<file path="src/rtl/csm_pkg.sv">
// Shared types and constants for the complex magnitude pipeline.
package csm_pkg;

   localparam int unsigned PART_WIDTH     = 16;
   localparam int unsigned ABS_WIDTH      = PART_WIDTH + 1;
   localparam int unsigned SQUARE_WIDTH   = 2 * PART_WIDTH - 1;
   localparam int unsigned ENERGY_WIDTH   = 2 * PART_WIDTH;
   localparam int unsigned ROOT_WIDTH     = PART_WIDTH;
   localparam int unsigned REM_WIDTH      = ROOT_WIDTH + 2;
   localparam int unsigned SQRT_STAGES    = ENERGY_WIDTH / 2;
   localparam logic [ROOT_WIDTH-1:0]   MAX_MAGNITUDE = 16'd46340;
   localparam logic [ENERGY_WIDTH-1:0] MAX_ENERGY    = 32'h8000_0000;
   localparam logic [SQUARE_WIDTH-1:0] MAX_SQUARE    = 31'h4000_0000;

   // One slot of the square-root pipeline.
   typedef struct packed {
      logic                    valid;
      logic [ROOT_WIDTH-1:0]   root;
      logic [REM_WIDTH-1:0]    rem;
      logic [ENERGY_WIDTH-1:0] radicand;
   } stage_type;

endpackage

</file>
<file path="src/rtl/csm_sqrt_stage.sv">
// One digit step of the pipelined integer square root.
module csm_sqrt_stage (
   input  logic                clock,
   input  logic                reset,
   input  csm_pkg::stage_type  stage_in,
   output csm_pkg::stage_type  stage_out
);

   localparam int unsigned WIDE_WIDTH = csm_pkg::REM_WIDTH + 2;

   logic [WIDE_WIDTH-1:0] wide;
   logic [WIDE_WIDTH-1:0] trial;
   logic                  fits;

   logic                  valid_ff, valid_in;
   logic [csm_pkg::ROOT_WIDTH-1:0]   root_ff, root_in;
   logic [csm_pkg::REM_WIDTH-1:0]    rem_ff, rem_in;
   logic [csm_pkg::ENERGY_WIDTH-1:0] radicand_ff, radicand_in;

   // Bring down the next two radicand bits and try root*4+1.
   always_comb begin
      wide        = {stage_in.rem,
                     stage_in.radicand[csm_pkg::ENERGY_WIDTH-1 -: 2]};
      trial       = {2'b00, stage_in.root, 2'b01};
      fits        = (wide >= trial);
      rem_in      = fits ? csm_pkg::REM_WIDTH'(wide - trial)
                         : csm_pkg::REM_WIDTH'(wide);
      root_in     = {stage_in.root[csm_pkg::ROOT_WIDTH-2:0], fits};
      radicand_in = {stage_in.radicand[csm_pkg::ENERGY_WIDTH-3:0], 2'b00};
      valid_in    = stage_in.valid;
   end

   always_ff @(posedge clock) begin
      if (reset) begin
         valid_ff <= 1'b0;
      end else begin
         valid_ff <= valid_in;
      end
   end

   always_ff @(posedge clock) begin
      root_ff     <= root_in;
      rem_ff      <= rem_in;
      radicand_ff <= radicand_in;
   end

   assign stage_out = '{valid: valid_ff, root: root_ff, rem: rem_ff,
                        radicand: radicand_ff};

`ifndef SYNTHESIS
   // Partial remainder never exceeds twice the partial root.
   assert property (@(posedge clock) disable iff (reset)
      valid_ff |-> (rem_ff <= {1'b0, root_ff, 1'b0}))
      else $error("sqrt stage remainder above 2*root");

   // Root shifts in exactly one new digit.
   assert property (@(posedge clock) disable iff (reset)
      valid_ff |-> (root_ff[csm_pkg::ROOT_WIDTH-1:1] ==
                    $past(stage_in.root[csm_pkg::ROOT_WIDTH-2:0])))
      else $error("sqrt stage root did not shift by one digit");

   // Consumed radicand bits leave zeros behind.
   assert property (@(posedge clock) disable iff (reset)
      valid_ff |-> (radicand_ff[1:0] == 2'b00))
      else $error("sqrt stage radicand not shifted by two bits");
`endif

endmodule

</file>
<file path="src/rtl/complex_magnitude_16bit_top.sv">
// Top level of the pipelined 16-bit complex magnitude unit.
//
//   channel | ports                                  | handshake
//   --------+----------------------------------------+--------------------------
//   request | start, busy, req_real_part, req_imag_part | taken when start && !busy
//   result  | rsp_valid, rsp_magnitude               | one-cycle strobe, no stall
//
// Abs and squaring are registered, then the energy add, then one root digit per
// stage in a 16-stage digit-by-digit square root pipeline.
// A new transaction is taken every cycle; busy is always low, since the
// receiver cannot stall and nothing in the pipeline ever waits.
// Reset clears only the valid bits; data registers hold whatever they held.
module complex_magnitude_16bit_top (
   input  logic        clock,
   input  logic        reset,
   input  logic        start,
   output logic        busy,
   input  logic signed [15:0] req_real_part,
   input  logic signed [15:0] req_imag_part,
   output logic        rsp_valid,
   output logic [15:0] rsp_magnitude
);

   localparam int unsigned PW = csm_pkg::PART_WIDTH;
   localparam int unsigned AW = csm_pkg::ABS_WIDTH;
   localparam int unsigned SW = csm_pkg::SQUARE_WIDTH;
   localparam int unsigned EW = csm_pkg::ENERGY_WIDTH;
   localparam int unsigned NS = csm_pkg::SQRT_STAGES;

   // Stage 1: absolute values and squares.
   logic [AW-1:0]   real_ext, imag_ext;
   logic [AW-1:0]   real_abs, imag_abs;
   logic [2*AW-1:0] real_prod, imag_prod;

   logic            sq_valid_ff, sq_valid_in;
   logic [SW-1:0]   real_sq_ff, real_sq_in;
   logic [SW-1:0]   imag_sq_ff, imag_sq_in;

   // Stage 2: energy.
   logic            en_valid_ff, en_valid_in;
   logic [EW-1:0]   energy_ff, energy_in;

   csm_pkg::stage_type chain [0:NS];

   // Never hold off a transaction.
   assign busy = 1'b0;

   always_comb begin
      real_ext    = {req_real_part[PW-1], req_real_part};
      imag_ext    = {req_imag_part[PW-1], req_imag_part};
      real_abs    = req_real_part[PW-1] ? AW'({AW{1'b0}} - real_ext) : real_ext;
      imag_abs    = req_imag_part[PW-1] ? AW'({AW{1'b0}} - imag_ext) : imag_ext;
      real_prod   = real_abs * real_abs;
      imag_prod   = imag_abs * imag_abs;
      // Squares stay at or below 2^30, so the top bits are always zero.
      real_sq_in  = real_prod[SW-1:0];
      imag_sq_in  = imag_prod[SW-1:0];
      sq_valid_in = start && !busy;
   end

   // Sum of squares peaks at 2^31 and fits unsigned in 32 bits.
   always_comb begin
      energy_in   = {1'b0, real_sq_ff} + {1'b0, imag_sq_ff};
      en_valid_in = sq_valid_ff;
   end

   always_ff @(posedge clock) begin
      if (reset) begin
         sq_valid_ff <= 1'b0;
         en_valid_ff <= 1'b0;
      end else begin
         sq_valid_ff <= sq_valid_in;
         en_valid_ff <= en_valid_in;
      end
   end

   always_ff @(posedge clock) begin
      real_sq_ff <= real_sq_in;
      imag_sq_ff <= imag_sq_in;
      energy_ff  <= energy_in;
   end

   // Seed the root pipeline: empty root, empty remainder, full radicand.
   assign chain[0] = '{valid: en_valid_ff, root: '0, rem: '0,
                       radicand: energy_ff};

   // Advance one root digit per stage.
   for (genvar i = 0; i < NS; i++) begin : g_sqrt
      csm_sqrt_stage u_stage (
         .clock     (clock),
         .reset     (reset),
         .stage_in  (chain[i]),
         .stage_out (chain[i+1])
      );
   end

   assign rsp_valid     = chain[NS].valid;
   assign rsp_magnitude = chain[NS].root;

`ifndef SYNTHESIS
   // Squares of a 16-bit signed value never pass 2^30.
   assert property (@(posedge clock) disable iff (reset)
      sq_valid_ff |-> (real_sq_ff <= csm_pkg::MAX_SQUARE &&
                       imag_sq_ff <= csm_pkg::MAX_SQUARE))
      else $error("square out of range");

   // Energy never passes 2^31.
   assert property (@(posedge clock) disable iff (reset)
      en_valid_ff |-> (energy_ff <= csm_pkg::MAX_ENERGY))
      else $error("energy out of range");

   // Magnitude never passes floor(sqrt(2^31)).
   assert property (@(posedge clock) disable iff (reset)
      rsp_valid |-> (rsp_magnitude <= csm_pkg::MAX_MAGNITUDE))
      else $error("magnitude out of range");
`endif

endmodule
</file>
<file path="config.mk">
export PLATFORM = sky130hd
export DESIGN_NAME = complex_magnitude_16bit_top
export DESIGN_NICKNAME = d
export VERILOG_FILES = /design/src/rtl/csm_pkg.sv /design/src/rtl/csm_sqrt_stage.sv /design/src/rtl/complex_magnitude_16bit_top.sv
export SDC_FILE = /design/constraint.sdc
export NUM_CORES = 2
export LEC_CHECK = 0
export BUFFER_PORTS_ARGS = -buffer_cell sky130_fd_sc_hd__clkbuf_2
export CORE_MARGIN = 2
export CORE_UTILIZATION = 30
export DETAILED_ROUTE_END_ITERATION = 10
export PLACE_DENSITY_LB_ADDON = 0.25
export SYNTH_ARGS = -nofsm -noshare
export SYNTH_HDL_FRONTEND = slang
export SYNTH_SLANG_ARGS = --single-unit
</file>
<file path="constraint.sdc">
create_clock -name clock -period 9.2 [get_ports clock]
set_input_delay 2.76 -clock clock [delete_from_list [all_inputs] [get_ports clock]]
set_output_delay 2.76 -clock clock [all_outputs]
set_load 0.02 [all_outputs]
</file>
==> run metrics <==
Max Freq 112 MHz; xor/xnor share of the synthesized area 0.0624; initial antenna violation count 2; Critical Path RT 9.71 ns; Layout area overhead 19.3%; # IOs 53; WL/cell 12.9 um; Post-route DRC 0; Starting Density 0.302; min-delay src energy_ff[24]; Slew @ Worst Pin 1.03 ns; number of port buffers 51; hold-fix buffers at CTS 0; Detailed Route WL 85,900 um; RSZ-0062 raised after global routing yes; Die Ht 378 um; Most common cell on crit path fa_1; R2R Path End g_sqrt[14].u_stage.rem_ff[9]; global-route wire length before repair 146,000 um; CP Capture Type flip-flop; hold slack 0.319 ns; EDFF count, synth 0; placed wire-length estimate 71,700 um; CTS tree yes; fraction of layout cells with a size suffix above 1 0.131; grt ovf 0; Largest stage delay, worst path 0.54 ns; hold depth 0; mux contribution to synthesized area 0.00669; final hold vios 0; Clock transition at path regs 0.07 ns; FF-to-FF setup slack 5.66 ns; Final Cycle Share 0.972; Final Max Slew Viols 0; status finished clean; Synth Area in Adders 0.294; antenna viol nets, final 0; Yosys reg bits 736; post-synthesis compound-gate area fraction 0.0922; die width 378 um; filler cell count in the final layout 14,100; Yosys warnings 0; sequential area share after synthesis 0.351; Tot GR Track Use 0.125; CTS root buffer clkbuf_16; vias 28,500; Top FF cell, synth dfxtp_1; Die Area 143,000 sq um; Critical R2R Launch g_sqrt[13].u_stage.root_ff[0]; reg2reg path depth 10; crit path DAT 9.45 ns; Rows 137; max_cap viols 0; GP Congestion 0.847; Max FO, Critical Path 6; Tmin final 8.94 ns; Mapped Avg Cell Area 9.75 sq um; Clock Skew 0.0145 ns; total number of cells along the worst setup path 26; Rel. slew slack 0.312; Pre-antenna DRT Iters 5; cells after synthesis 4,300; Clock Sinks 736; worst skew pair latency 0.62 ns; core area 139,000 sq um; share of async-settable or async-resettable flops after synthesis 0; Yosys cell types 82; largest family of logic cells by synthesized area adder cells; largest net degree at the start of global routing 30; Worst setup SP type primary input; H-tree levels 3; Mapped Area 41,900 sq um; DR iter-0 viols 1,012; CP max-delay cell fa_1; Via density 4.26; Hold Crit Class flip-flop to flip-flop; fraction of the mapped netlist area in simple logic gates 0.112; cts bufs inserted 78; final number of setup-violating endpoints 0; Final Util 0.360; CP top delay family adder cells; Hold Path Sink g_sqrt[0].u_stage.radicand_ff[26]; number of global-route vias before repair 30,000; Nets 5,529; Worst Setup Path Type primary input to flip-flop; Max Buffers Root-to-Sink 3; crit path buf inv count 6
## worst max-delay path by stage
stage	slack (ns)	from	endpoint
2_1_floorplan	-0.07	req_real_part[5]	real_sq_ff[27]
3_3_place_gp	-0.36	req_imag_part[2]	imag_sq_ff[29]
3_5_place_dp	-0.47	req_real_part[5]	real_sq_ff[30]
4_1_cts	0.18	req_real_part[5]	real_sq_ff[30]
5_1_grt	-0.04	req_imag_part[5]	imag_sq_ff[29]
6_report	0.26	req_imag_part[5]	imag_sq_ff[29]
## cells in the mapped netlist, drive strengths merged (12+ instances only)
library cell | instances | area share
buf | 22 | 0.0039
nor3 | 80 | 0.0098
o21a | 60 | 0.011
ha | 369 | 0.11
xnor2 | 178 | 0.037
or2 | 15 | 0.0022
or3 | 26 | 0.0040
a21o | 56 | 0.010
nand3 | 53 | 0.0064
clkbuf | 61 | 0.0055
a21boi | 12 | 0.0021
and2 | 12 | 0.0018
nor2 | 289 | 0.026
inv | 802 | 0.072
nor2b | 46 | 0.0069
mux2 | 24 | 0.0064
a31oi | 12 | 0.0018
or4 | 16 | 0.0030
dfxtp | 736 | 0.35
o21ai | 127 | 0.015
nand2b | 48 | 0.0072
a211oi | 26 | 0.0047
o31ai | 23 | 0.0041
a21oi | 207 | 0.025
nand2 | 287 | 0.026
and3 | 15 | 0.0022
fa | 384 | 0.18
xor2 | 120 | 0.025
nor4 | 32 | 0.0049
nand4 | 24 | 0.0036
## timing repair
item	4_1_cts	5_1_grt
setup endpoints to repair	0	14
gates resized for setup	0	36
buffers inserted	0	5
## worst register-to-register path, delay by kind of cell, from the launching register on
| kind | cells | cell delay, ns |
|---|---|---|
| adder cells (fa/ha/maj) | 1 | 0.31 |
| flip-flops | 1 | 0.35 |
| multiplexers | 1 | 0.43 |
| AO/OA/AOI/OAI | 4 | 1.22 |
| AND/OR/NAND/NOR | 2 | 0.56 |
| buffers and inverters | 2 | 0.56 |
## layout by cell type (no fill, tap or decap), types with 11 or more instances in the layout
cell	netlist	routed
inv_1	800	797
dfxtp_1	736	736
fa_1	384	381
ha_1	369	367
buf_4	17	321
nor2_1	287	282
nand2_1	287	281
a21oi_1	201	198
xnor2_1	177	172
xor2_1	120	118
o21ai_0	125	116
clkbuf_16	0	80
nor3_1	79	78
conb_1	2	70
o21a_1	60	59
a21o_1	56	56
clkbuf_2	0	51
nand3_1	52	50
nand2b_1	48	46
nor2b_1	46	45
nor4_1	31	28
a211oi_1	26	26
or3_1	25	25
nand4_1	24	24
mux2_2	24	24
o31ai_1	23	20
clkbuf_8	0	19
or4_1	15	15
and3_1	15	14
or2_2	14	14
clkinv_2	0	13
clkbuf_1	61	13
a31oi_1	12	12
and2_1	12	12
a21boi_0	12	11
## registers in the layout, summed over array words and instances, names as in the netlist
name                        flops
g_sqrt.u_stage.radicand_ff    240
en_valid_in                     1
imag_sq_ff                     30
g_sqrt.u_stage.rem_ff         250
real_sq_ff                     30
g_sqrt.u_stage.root_ff        136
en_valid_ff                     1
g_sqrt.u_stage.valid_ff        16
energy_ff                      32
## area by class of cell
| cell class | count | area [sq um] | area share |
|---|---|---|---|
| repair buffers | 376 | 2750 | 0.0549 |
| clock buffers | 112 | 2310 | 0.0462 |
| inverters | 811 | 3050 | 0.0611 |
| clock inverters | 32 | 453 | 0.00906 |
| well taps | 1876 | 2350 | 0.0469 |
| flip-flops and latches | 736 | 14700 | 0.295 |
| diodes | 1 | 2.50 | 0.0000500 |
| multi-input cells | 2738 | 24400 | 0.487 |
## per-stage QoR
stage | instance area, sq um | std cells | setup slack (ns) | TNS, ns
after floorplan | 42400 | 4368 | -0.0700 | -0.216
after global placement | 47100 | 6532 | -0.358 | -5.50
after detailed placement | 47100 | 6532 | -0.472 | -6.94
after CTS | 49800 | 6676 | 0.177 | 0
after global routing | 50000 | 6682 | -0.0438 | -0.0775
final | 50000 | 6682 | 0.260 | 0
## logic make-up after synthesis
family                     Yosys count
other                                2
DFF                                736
xor gates and xnor gates           298
and+or+nand+nor                    981
buffers and inverters              894
AOI/OAI and AO/OA                  611
adders and majority gates          753
muxes                               25
## per-layer routing
metal | track usage | part of all wire | up-vias
met1 | 0.149 | 0.43 | 13500
li1 | - | - | 14600
met5 | 0 | 0 | -
met2 | 0.233 | 0.52 | 290
met4 | 0.0345 | 0.024 | 0
met3 | 0.0169 | 0.024 | 120
Power is not shown: default switching activity piles up to over one toggle a cycle in this logic, so the estimate is an artifact.
